`config.mk`:
```
export PLATFORM = sky130hd
export DESIGN_NAME = sebt_ram
export DESIGN_NICKNAME = d
export VERILOG_FILES = /design/src/hdl/sebt_ram.sv
export SDC_FILE = /design/constraint.sdc
export NUM_CORES = 1
export LEC_CHECK = 0
export ABC_AREA = 1
export ABC_CLOCK_PERIOD_IN_PS = 3400
export BUFFER_PORTS_ARGS = -buffer_cell sky130_fd_sc_hd__buf_2
export CELL_PAD_IN_SITES_DETAIL_PLACEMENT = 1
export CELL_PAD_IN_SITES_GLOBAL_PLACEMENT = 2
export CORE_AREA = 2 2 128 130
export DETAILED_ROUTE_END_ITERATION = 10
export DIE_AREA = 0 0 130 132
export GPL_ROUTABILITY_DRIVEN = 1
export PLACE_DENSITY_LB_ADDON = 0.1
export SETUP_SLACK_MARGIN = 0.3
export SYNTH_ARGS = -nofsm -noshare
export SYNTH_HDL_FRONTEND = slang
export SYNTH_SLANG_ARGS = --single-unit
```
`constraint.sdc`:
```
create_clock -name clock -period 3.4 [get_ports clock]
set_clock_uncertainty 0.1 [all_clocks]
set_input_delay 0.17 -clock clock [delete_from_list [all_inputs] [get_ports clock]]
set_output_delay 0.17 -clock clock [all_outputs]
set_load 0.05 [all_outputs]
```
`src/hdl/sebt_ram.sv`:
```
// Generic single-write, single-read RAM with registered read data.
// No dependencies.
module sebt_ram #(
   parameter int WIDTH = 8,
   parameter int DEPTH = 16
) (
   input  logic                     clock,
   input  logic                     we,
   input  logic [$clog2(DEPTH)-1:0] waddr,
   input  logic [WIDTH-1:0]         wdata,
   input  logic [$clog2(DEPTH)-1:0] raddr,
   output logic [WIDTH-1:0]         rdata
);
   logic [WIDTH-1:0] mem [DEPTH];
   logic [WIDTH-1:0] rdata_ff;

   always_ff @(posedge clock) begin
      if (we) begin
         mem[waddr] <= wdata;
      end
      rdata_ff <= mem[raddr];
   end

   assign rdata = rdata_ff;
endmodule

```
==> run metrics <==
status=completed; M3 GR Usage=around 4.5%; Pwr Total=roughly 0.0038 W; CTS Hold Bufs=0; gr ovfl total=0; RePlAce Congestion=0.743; hold depth=3; core area=15700 sq um; Worst Path Buf+Inv=2; relative max-transition margin=a little under two fifths; fraction of the yosys area taken by sequential cells=between 60% and 70%; Root Driver=clkbuf_16; min-delay worst type=input pin to register; number of flops mapped to enable cells by yosys=roughly 130; CTS Sinks=between 100 and 150; fillers=between 1.5k and 2k; worst-margin pin slew=approximately 0.94 ns; Setup crit end kind=register; layout cells sized above 1=a little under 9%; initial antenna violation count=1; first-pass GRT wire length=around 23 mm; final setup vio count=0; Crit path depth=6; most frequent cell after synthesis=nand2_1; Fmax=0.624 GHz; CP Max Fanout=33; CP max-delay cell=buf_2; GR Layer Usage met1=about a quarter; htree depth=4; vias=~3.8k; cts bufs inserted=17; Commonest cells post-synth=nand2_1, edfxtp_1, inv_1, nand3_1, nor2_1; share of the synthesized area in the top cell type=approximately two thirds; Max Cap Viol=0; Die Footprint=between 15000 and 20000 sq um; DR WL/cell=18.8 um; max incr delay on CP=between 0.5 and 0.6 ns; Reg2Reg Depth=6; critical-path cell list=buf_2 -> inv_2 -> nand3_1 -> nand3_1 -> nand3_1 -> nand2_1; Pleak=between 2 and 3 nW; PwrDens=577 nW/um^2; die width=around 130 um; Slew Viols, Final=0; Seq cells post-synth=approximately 140; CTS clk-pin slew, worst paths=around 0.06 ns; Synth Instances=~550; vias in the first global route=roughly 3.9k; Final Cycle Share=~47%; # diodes=0; synth-to-layout area growth=13.2%; delay-heaviest family, CP=buffers and inverters; die span in y=between 100 and 150 um; Clock Latency Late Sink=between 0.4 and 0.5 ns; Mapped Area=~5800 sq um; drt initial violations=between 150 and 200; Synth Flop Type=edfxtp_1; post-layout min period=~1.6 ns; crit path DAT=1.80 ns; Post-Route WL=about 15 mm; effective utilization at floorplan=between 30% and 40%; GRT Total Usage=a little under a fifth; Avg Cell Area, Syn=around 10 sq um; type of the worst setup path=input pin to register; post-DP HPWL=~9.4 mm; Syn Nets=around 570; Buffers on Ports=25; CP Data Required Time=3.59 ns; post-CTS setup repair buffer count=0; Yosys warning count=0; worst-case vdd ir drop=slightly above 0.3 mV; largest net degree at the start of global routing=65; Std-Cell Rows=46; DRC=0; Fin. Hold Viols=0; setup TNS=0 ns; vias per cell=roughly 4.7; fin nets=592; routing usage on met2=between 30% and 40%; async set or reset register ratio after synthesis=0%; Yosys top cell by area=edfxtp_1; drt pass-1 iters=4; Ports=26; GRT Max-Usage Layer=met2; clk buf depth=2; Yosys cell types=12; post-CTS resize count=0; Area contributors post-synth=edfxtp_1, nand2_1, nand3_1, inv_1, dfxtp_1; RSZ-0062 raised after global routing=no; crit-path most repeated cell=nand3_1; CTS tree=done; post-route ant nets=0; Worst Setup Start Kind=input pin
==> logic make-up (layout without fill, tap and decap cells) <==
| kind of cell | count (synthesis) | after routing | synth area share (%) |
|---|---|---|---|
| DFF | 136 | 136 | 69.4 |
| buffers and inverters | 126 | 162 | 9.52 |
| and+or+nand+nor | 289 | 289 | 21.0 |
==> flip-flops by register name, summed over array words and instances, names as in the netlist <==
name   count
rdata      8
mem      128
==> stage by stage <==
| stage | hold WS, ns | cell area (sq um) | cells | setup slack, ns | util, % |
|---|---|---|---|---|---|
| after floorplan | 0.169 | 5770 | 551 | 2.18 | - |
| after global placement | 0.443 | 6020 | 771 | 1.37 | 38.3 |
| after detailed placement | 0.460 | 6020 | 771 | 1.34 | 38.3 |
| after CTS | 0.0151 | 6530 | 803 | 1.78 | 41.5 |
| after global routing | 0.0289 | 6530 | 803 | 1.65 | 41.5 |
| final | 0.0271 | 6530 | 803 | 1.80 | 41.5 |
==> area by class of cell <==
class	instances	area [sq um]	area share, %
multi-input combinational	289	1210	18.6
sequential	136	4000	61.3
clock buffer	28	487	7.46
inverter	102	383	5.87
clock inverter	4	21.3	0.326
tap	216	270	4.14
timing repair buffer	28	148	2.26
==> layer usage <==
layer | vias up | share of wire (%)
met4 | 0 | 1.0
met3 | 13 | 3.2
li1 | 1816 | -
met2 | 59 | 50
met5 | - | 0
met1 | 1884 | 46
==> power by group <==
group	internal (W)	switching, W
logic	0.0000598	0.000207
registers	0.00188	0.0000109
clock network	0.000966	0.000645
total	0.00290	0.000863
==> path summary, 6_finish.rpt <==
check             startpoint        to  slack (ns)
hold / removal      raddr[3]  rdata[2]        0.03
setup / recovery    raddr[1]  rdata[6]        1.80
setup reg to reg   mem[1][6]  rdata[6]        2.22
hold reg to reg   mem[12][2]  rdata[2]        0.58
==> tightest hold or removal path, cell delays in order <==
cell     delay (ns)
buf_2          0.17
nand3_1        0.10
nand2_1        0.04
==> cells in the final DEF, fill, tap and decap left out, drive strengths merged <==
cell type  netlist  final
nand3           97     97
dfxtp            8      8
inv            102    102
clkbuf           0     28
clkinv           0      3
clkinvlp         0      1
nand3b           2      2
edfxtp         128    128
nand2          173    173
nor2            17     17
buf             24     28
Note: power is estimated with default switching activity, not from simulation.
