--- src/hdl/sebt_pkg.sv ---
// Shared constants, codes and types for the scanline edge bucket table.
// No dependencies; every other file but sebt_ram imports this package.
package sebt_pkg;

   localparam int SCANLINES_DEF = 1024;
   localparam int MAX_EDGES_DEF = 256;

   localparam int LINE_W   = 10;
   localparam int VAL_W    = 32;
   localparam int STATUS_W = 2;

   localparam logic CMD_INSERT = 1'b0;
   localparam logic CMD_REMOVE = 1'b1;

   localparam logic [STATUS_W-1:0] ST_OK    = 2'd0;
   localparam logic [STATUS_W-1:0] ST_EMPTY = 2'd1;
   localparam logic [STATUS_W-1:0] ST_FULL  = 2'd2;

   // sort key of one edge: start x first, then inverse slope
   typedef struct packed {
      logic signed [VAL_W-1:0] x;
      logic signed [VAL_W-1:0] slope;
   } key_type;

   // stored payload besides the key
   typedef struct packed {
      logic        [LINE_W-1:0] y_max;
      logic signed [VAL_W-1:0]  z;
      logic signed [VAL_W-1:0]  dz;
   } payload_type;

endpackage

--- src/hdl/sebt_key_cmp.sv ---
// Shared key comparator: a <= b on (x, then slope), signed.
// Depends on sebt_pkg.
module sebt_key_cmp import sebt_pkg::*; (
   input  key_type a,
   input  key_type b,
   output logic    le
);
   // equal x falls through to the slope compare
   assign le = (a.x != b.x) ? (a.x < b.x) : (a.slope <= b.slope);
endmodule

--- config.mk ---
export PLATFORM = sky130hd
export DESIGN_NAME = sebt_key_cmp
export DESIGN_NICKNAME = d
export VERILOG_FILES = /design/src/hdl/sebt_pkg.sv /design/src/hdl/sebt_key_cmp.sv
export SDC_FILE = /design/constraint.sdc
export NUM_CORES = 1
export LEC_CHECK = 0
export BUFFER_PORTS_ARGS = -buffer_cell sky130_fd_sc_hd__clkbuf_2
export CAP_MARGIN = 15
export CORE_MARGIN = 8
export CORE_UTILIZATION = 40
export DETAILED_ROUTE_END_ITERATION = 7
export PLACE_DENSITY = 0.88
export SYNTH_ARGS = -nofsm -noshare
export SYNTH_HDL_FRONTEND = slang
export SYNTH_SLANG_ARGS = --single-unit
export TNS_END_PERCENT = 30
--- constraint.sdc ---
create_clock -name vclk -period 1.85
set_clock_uncertainty 0.05 [all_clocks]
set_input_delay 0.0925 -clock vclk [all_inputs]
set_output_delay 0.0925 -clock vclk [all_outputs]
set_load 0.02 [all_outputs]
==> metrics.txt, run 1 <==
GRT met3 Usage=4.46%; vias in the first global route=2223; Syn Nets=426; M2 GR Usage=31.1%; cell row count=23; synthesized cell area=0.00166 mm2; Cells after Synth=234; actual slew at the worst max-slew pin=0.272 ns; vias per std cell=4.90; Initial Util=41.5%; final worst slack=-0.0495 ns; PortBufs=129; gr busiest metal=met2; total routed wirelength=5690 um; sequential fraction of the synthesis area=0%; Core Footprint=0.00400 mm2; adder-cell share of the synthesized area=48.2%; nets=573; Worst path slowest cell=ha_1; Synth cell types=28; Required @ worst endpoint=1.71 ns; Power Density=204 mW/mm2; Largest delay share family, worst path=compound AO/OA/AOI/OAI gates; GRT Util Overall=15.7%; synth warn=0; Final Hold Fails=0; Place WS=-0.201 ns; Worst IR Drop VDD=0.000107 V; Die X=80.4 um; Simple-Gate Fraction of Synth Area=17.9%; post-synthesis compound-gate area fraction=18.9%; DR WL/cell=13.3 um; failing checks=negative setup slack; Synth-to-Final Area Change=59.8%; total of max-cap violations=0; Cell Count, Final, Fillers Out=429; mux cell area share after synthesis=0%; Leak=0.00167 uW; Synth Area in XOR/XNOR=0%; Fillers=339; share of cells above drive strength 1=44.9%; first-pass GRT wire length=8680 um; status=finished, violations left; grt met1 use=16.1%; ANT cells=0; Reg area=0 um2; Placer Congestion=0.803; # hold bufs at CTS=0; initial antenna violation count=0; drt drc=0; HP Class=in -> out; most common cell type on the critical path=a21oi_1; initial drt markers=26; worst-path maximum fanout=2; Setup CP Type=in -> out; Crit. End Element=output pin; post-route minimum period=1.90 ns; main combinational cell family by area after synthesis=adder cells; synthesized area per cell=7.10 um2; sequential cells=0; final setup fails=1; Critical Path Max Stage Delay=0.28 ns; Final period util=103%; RSZ-0062 raised after global routing=yes; utilization after layout=66.3%; FMAX=526 MHz; pin count of the biggest net entering global routing=4; Slew HR=81.7%; die area=0.00647 mm2; placed insts=427; Buf/Inv on CP=3; GRT Residual Overflow=0; crit path DAT=1.76 ns; Clock buffer cells=0; die span in y=80.4 um; Final Slew Violations=0; post-route ant nets=0; first-pass iteration count of the detailed router=4; DP HPWL=5180 um; I/O pins=129; Hold WS=0.813 ns; via count=2103; crit path cell chain=clkbuf_2 > inv_1 > ha_1 > a21oi_1 > nor2_1 > a211oi_2 > o211ai_1 > nor4b_2 > a21oi_1 > a41oi_2 > buf_6; CP Launch Type=primary input
-- area by class of cell --
cell class                 instances  area [um2]  share of cell area, %
inverter                          66         250                   9.43
timing repair buffer             145         810                   30.5
multi-input combinational        168        1530                   57.7
tap                               50        62.6                   2.36
-- cells in the mapped netlist --
master	instances	area, um2
o21ai_1	1	5.00
a21o_1	4	30.0
a21oi_2	1	8.76
o311a_1	1	10.0
and4_4	1	11.3
inv_1	66	248
o21ai_0	4	20.0
nor3_1	1	5.00
a31oi_1	1	6.26
o22a_2	1	10.0
nor4b_2	1	15.0
nand2_1	17	63.8
ha_1	64	801
nand3_1	6	30.0
o211ai_1	3	22.5
a41oi_1	1	8.76
a21oi_1	23	115
o41ai_1	1	8.76
a21boi_0	2	15.0
nor2_1	9	33.8
nor3_2	3	30.0
and3_1	1	6.26
a211oi_1	4	30.0
nand4b_1	1	8.76
a22o_1	1	8.76
nand4_1	11	68.8
a221oi_2	1	15.0
nor2b_1	4	25.0
-- what timing repair did --
item                       in CTS  in global routing
gates resized for setup         7                 22
pin swaps                       5                 10
hold endpoints to repair        0                  0
setup endpoints to repair       1                  1
buffers inserted                0                  2
-- cells in the final DEF (no fill, tap or decap), types with 2 or more instances in the layout --
master / n
a21o_1: 4
inv_1: 62
a21boi_0: 2
a211oi_1: 3
nand3_1: 6
nand2_1: 16
buf_4: 16
inv_2: 3
a21oi_2: 2
nor2_1: 9
a21oi_1: 22
ha_4: 7
nand4_1: 11
nor3_2: 4
o21ai_0: 4
buf_6: 7
ha_1: 57
clkbuf_2: 122
o211ai_1: 3
nor2b_1: 4
-- per-stage QoR --
step | power (uW) | setup TNS [ns] | cell area (um2)
detailed placement | 490 | -0.201 | 2470
finish | 542 | -0.0495 | 2650
floorplan | 255 | 0 | 1660
global route | 615 | -0.230 | 2650
global placement | 466 | -0.150 | 2470
CTS | 508 | -0.0703 | 2520
-- cells by family (layout without fill, tap and decap cells) --
kind of cell	count (synthesis)	in the layout
simple gates	55	55
buf+inv	66	211
compound gates	49	49
fa+ha+maj	64	64
-- metal layers --
layer / part of all wire [%] / vias up
met1: 36 / 908
met4: 0.98 / 0
met3: 11 / 6
li1: - / 1099
met2: 52 / 90
met5: 0 / -
-- worst paths after layout --
check,depth (start not counted),start,endpoint,slack (ns)
max,11,b[25],le,-0.05
min,6,a[30],le,0.81
-- report_power, final --
| group | internal (uW) | total (uW) | switching [uW] |
|---|---|---|---|
| Clock | 0 | 0 | 0 |
| Combinational | 300 | 542 | 242 |
| Sequential | 0 | 0 | 0 |
Power figures use the tool's default switching activity.
==> run 2: changes to the inputs <==
==> constraint.sdc (replaced) <==
create_clock -name vclk -period 1.88
set_clock_uncertainty 0.05 [all_clocks]
set_input_delay 0.094 -clock vclk [all_inputs]
set_output_delay 0.094 -clock vclk [all_outputs]
set_load 0.02 [all_outputs]
==> run 2 against run 1 <==
The flow now finishes without violations. Via count down 0.90%. Wire length down 3.3%. Utilization down 1.5 points. Total power down 5.1%. First-iteration DRC count down 19%. Count of clock-buffer cells in the layout unchanged. Design area down 2.3%. Sequential share of layout area unchanged. Die area unchanged. Global-route usage up 0.37 points. Combinational power down 5.2%. Critical endpoint unchanged.
==> metrics.txt, run 2 (synthesized netlist as in run 1, its figures left out) <==
design area=0.00259 mm2 (-2.3%); Die X=80.4 um (unchanged); Required @ worst endpoint=1.74 ns (+0.03 ns); crit path cell chain=clkbuf_2 > inv_2 > ha_1 > nand4_1 > nor3_2 > nand2_1 > nor3_2 > o41ai_2 > a21oi_1 > a41oi_2 > buf_6; share of cells above drive strength 1=43.8% (-1.1 points); PortBufs=129 (unchanged); utilization after layout=64.8% (-1.5 points); Worst path slowest cell=ha_1; placed insts=427 (unchanged); Core Footprint=0.00400 mm2 (unchanged); Synth-to-Final Area Change=56.1%; # hold bufs at CTS=0 (unchanged); pin count of the biggest net entering global routing=4 (unchanged); most common cell type on the critical path=nor3_2; status=finished, final reports clean; cell row count=23 (unchanged); most frequent cells in the layout=125 x clkbuf_2, 62 x inv_1, 60 x ha_1; Final Slew Violations=0 (unchanged); initial drt markers=21 (-19%); vias per std cell=4.86 (-0.90%); Setup CP Type=in -> out; Cell Count, Final, Fillers Out=429 (unchanged); sequential cells=0 (unchanged); CP Launch Type=primary input; total routed wirelength=5500 um (-3.3%); via count=2084 (-0.90%); GRT Residual Overflow=0 (unchanged); Crit. End Element=output pin; CP Capture Point=le; Placer Congestion=0.803 (about the same); total of max-cap violations=0 (unchanged); initial antenna violation count=0 (unchanged); die area=0.00647 mm2 (unchanged); Initial Util=41.5% (unchanged); I/O pins=129 (unchanged); nets=573 (unchanged); final setup fails=0 (-1); Reg area=0 um2 (unchanged); first-pass iteration count of the detailed router=4 (unchanged); Clock buffer cells=0 (unchanged); crit path DAT=1.73 ns (-0.03 ns); first-pass GRT wire length=8830 um (+1.8%); RSZ-0062 raised after global routing=yes; Post-DP Area=0.00247 mm2 (unchanged); Worst IR Drop VDD=0.000102 V (-4.6%); GRT Util Overall=16.0% (+0.37 points); final worst slack=0.0107 ns (+0.0602 ns); Final Hold Fails=0 (unchanged); Final period util=99.4%; Fillers=344 (+1.5%); CP Depth=11 (unchanged); Multi-input gate area=0.00149 mm2 (-2.6%); post-route ant nets=0 (unchanged); post-route minimum period=1.87 ns; Slew HR=80.6% (-1.2 points); vias in the first global route=2238 (+0.67%); Critical Path Max Stage Delay=0.26 ns (-0.02 ns); Buf/Inv on CP=3 (unchanged); commonest non-fill, non-tap cell in the layout=clkbuf_2; FMAX=535 MHz; actual slew at the worst max-slew pin=0.289 ns (+0.0172 ns); die span in y=80.4 um (unchanged); ANT cells=0 (unchanged); Largest delay share family, worst path=simple AND/OR/NAND/NOR gates; Leak=0.00166 uW (-0.34%); drt drc=0 (unchanged); DP HPWL=5170 um (-0.16%); DR WL/cell=12.8 um (-3.3%); HP Class=in -> out; Place WS=-0.154 ns (+0.0466 ns); worst setup path startpoint=b[28]; Power Density=198 mW/mm2 (-2.8%); worst-path maximum fanout=3 (+1)
-- run 2: changes by cell type in the layout (fill, tap and decap cells not counted) --
| cell | delta |
|---|---|
| inv_4 | -1 |
| buf_6 | -3 |
| inv_2 | +1 |
| clkbuf_2 | +3 |
| ha_1 | +3 |
| nand2_2 | -1 |
| nand2_1 | +1 |
| ha_4 | -3 |
-- run 2: power by group --
part	total (uW)	internal (uW)	switching [uW]
sequential	0	0	0
combinational	514	283	231
clock	0	0	0
total	514	283	231
-- run 2: worst min-delay path: stages --
cell and delay [ns]:
clkbuf_2 0.11, ha_4 0.14, nor4b_2 0.04, a21oi_1 0.17
a41oi_2 0.12, buf_6 0.14
-- run 2: repair_timing --
item | CTS | global route
setup endpoints to repair | 1 | 1
pin swaps | 8 | 2
gates resized for setup | 12 | 7
endpoints found under the hold margin | 0 | 0
setup buffers | 1 | 1
-- run 2: stage by stage --
| stage | hold slack, ns | power, uW | TNS [ns] |
|---|---|---|---|
| 3_5_place_dp | 0.851 | 481 | -0.154 |
| 2_1_floorplan | 0.615 | 251 | 0 |
| 6_report | 0.854 | 514 | 0 |
| 4_1_cts | 0.850 | 505 | -0.0222 |
| 5_1_grt | 0.919 | 584 | -0.152 |
| 3_3_place_gp | 0.814 | 459 | -0.123 |
-- run 2: worst min path at each step --
| stage | startpoint | endpoint | slack [ns] | cells past startpoint |
|---|---|---|---|---|
| 6_report | a[30] | le | 0.85 | 6 |
| 4_1_cts | a[30] | le | 0.85 | 6 |
| 2_1_floorplan | a[62] | le | 0.62 | 5 |
| 5_1_grt | a[1] | le | 0.92 | 7 |
| 3_5_place_dp | a[30] | le | 0.85 | 6 |
| 3_3_place_gp | a[30] | le | 0.81 | 6 |
-- run 2: metal layers --
layer / GRT usage (%) / share of wire [%] / vias up
li1: - / - / 1100
met1: 16.6 / 37 / 890
met2: 31.2 / 51 / 88
met3: 4.58 / 11 / 6
met4: 2.18 / 1.0 / 0
met5: 0 / 0 / -
-- run 2: layout make-up --
class,count,area share [%]
Inverter,66,9.56
Multi-Input combinational cell,168,57.5
Tap cell,50,2.41
Timing Repair Buffer,145,30.5
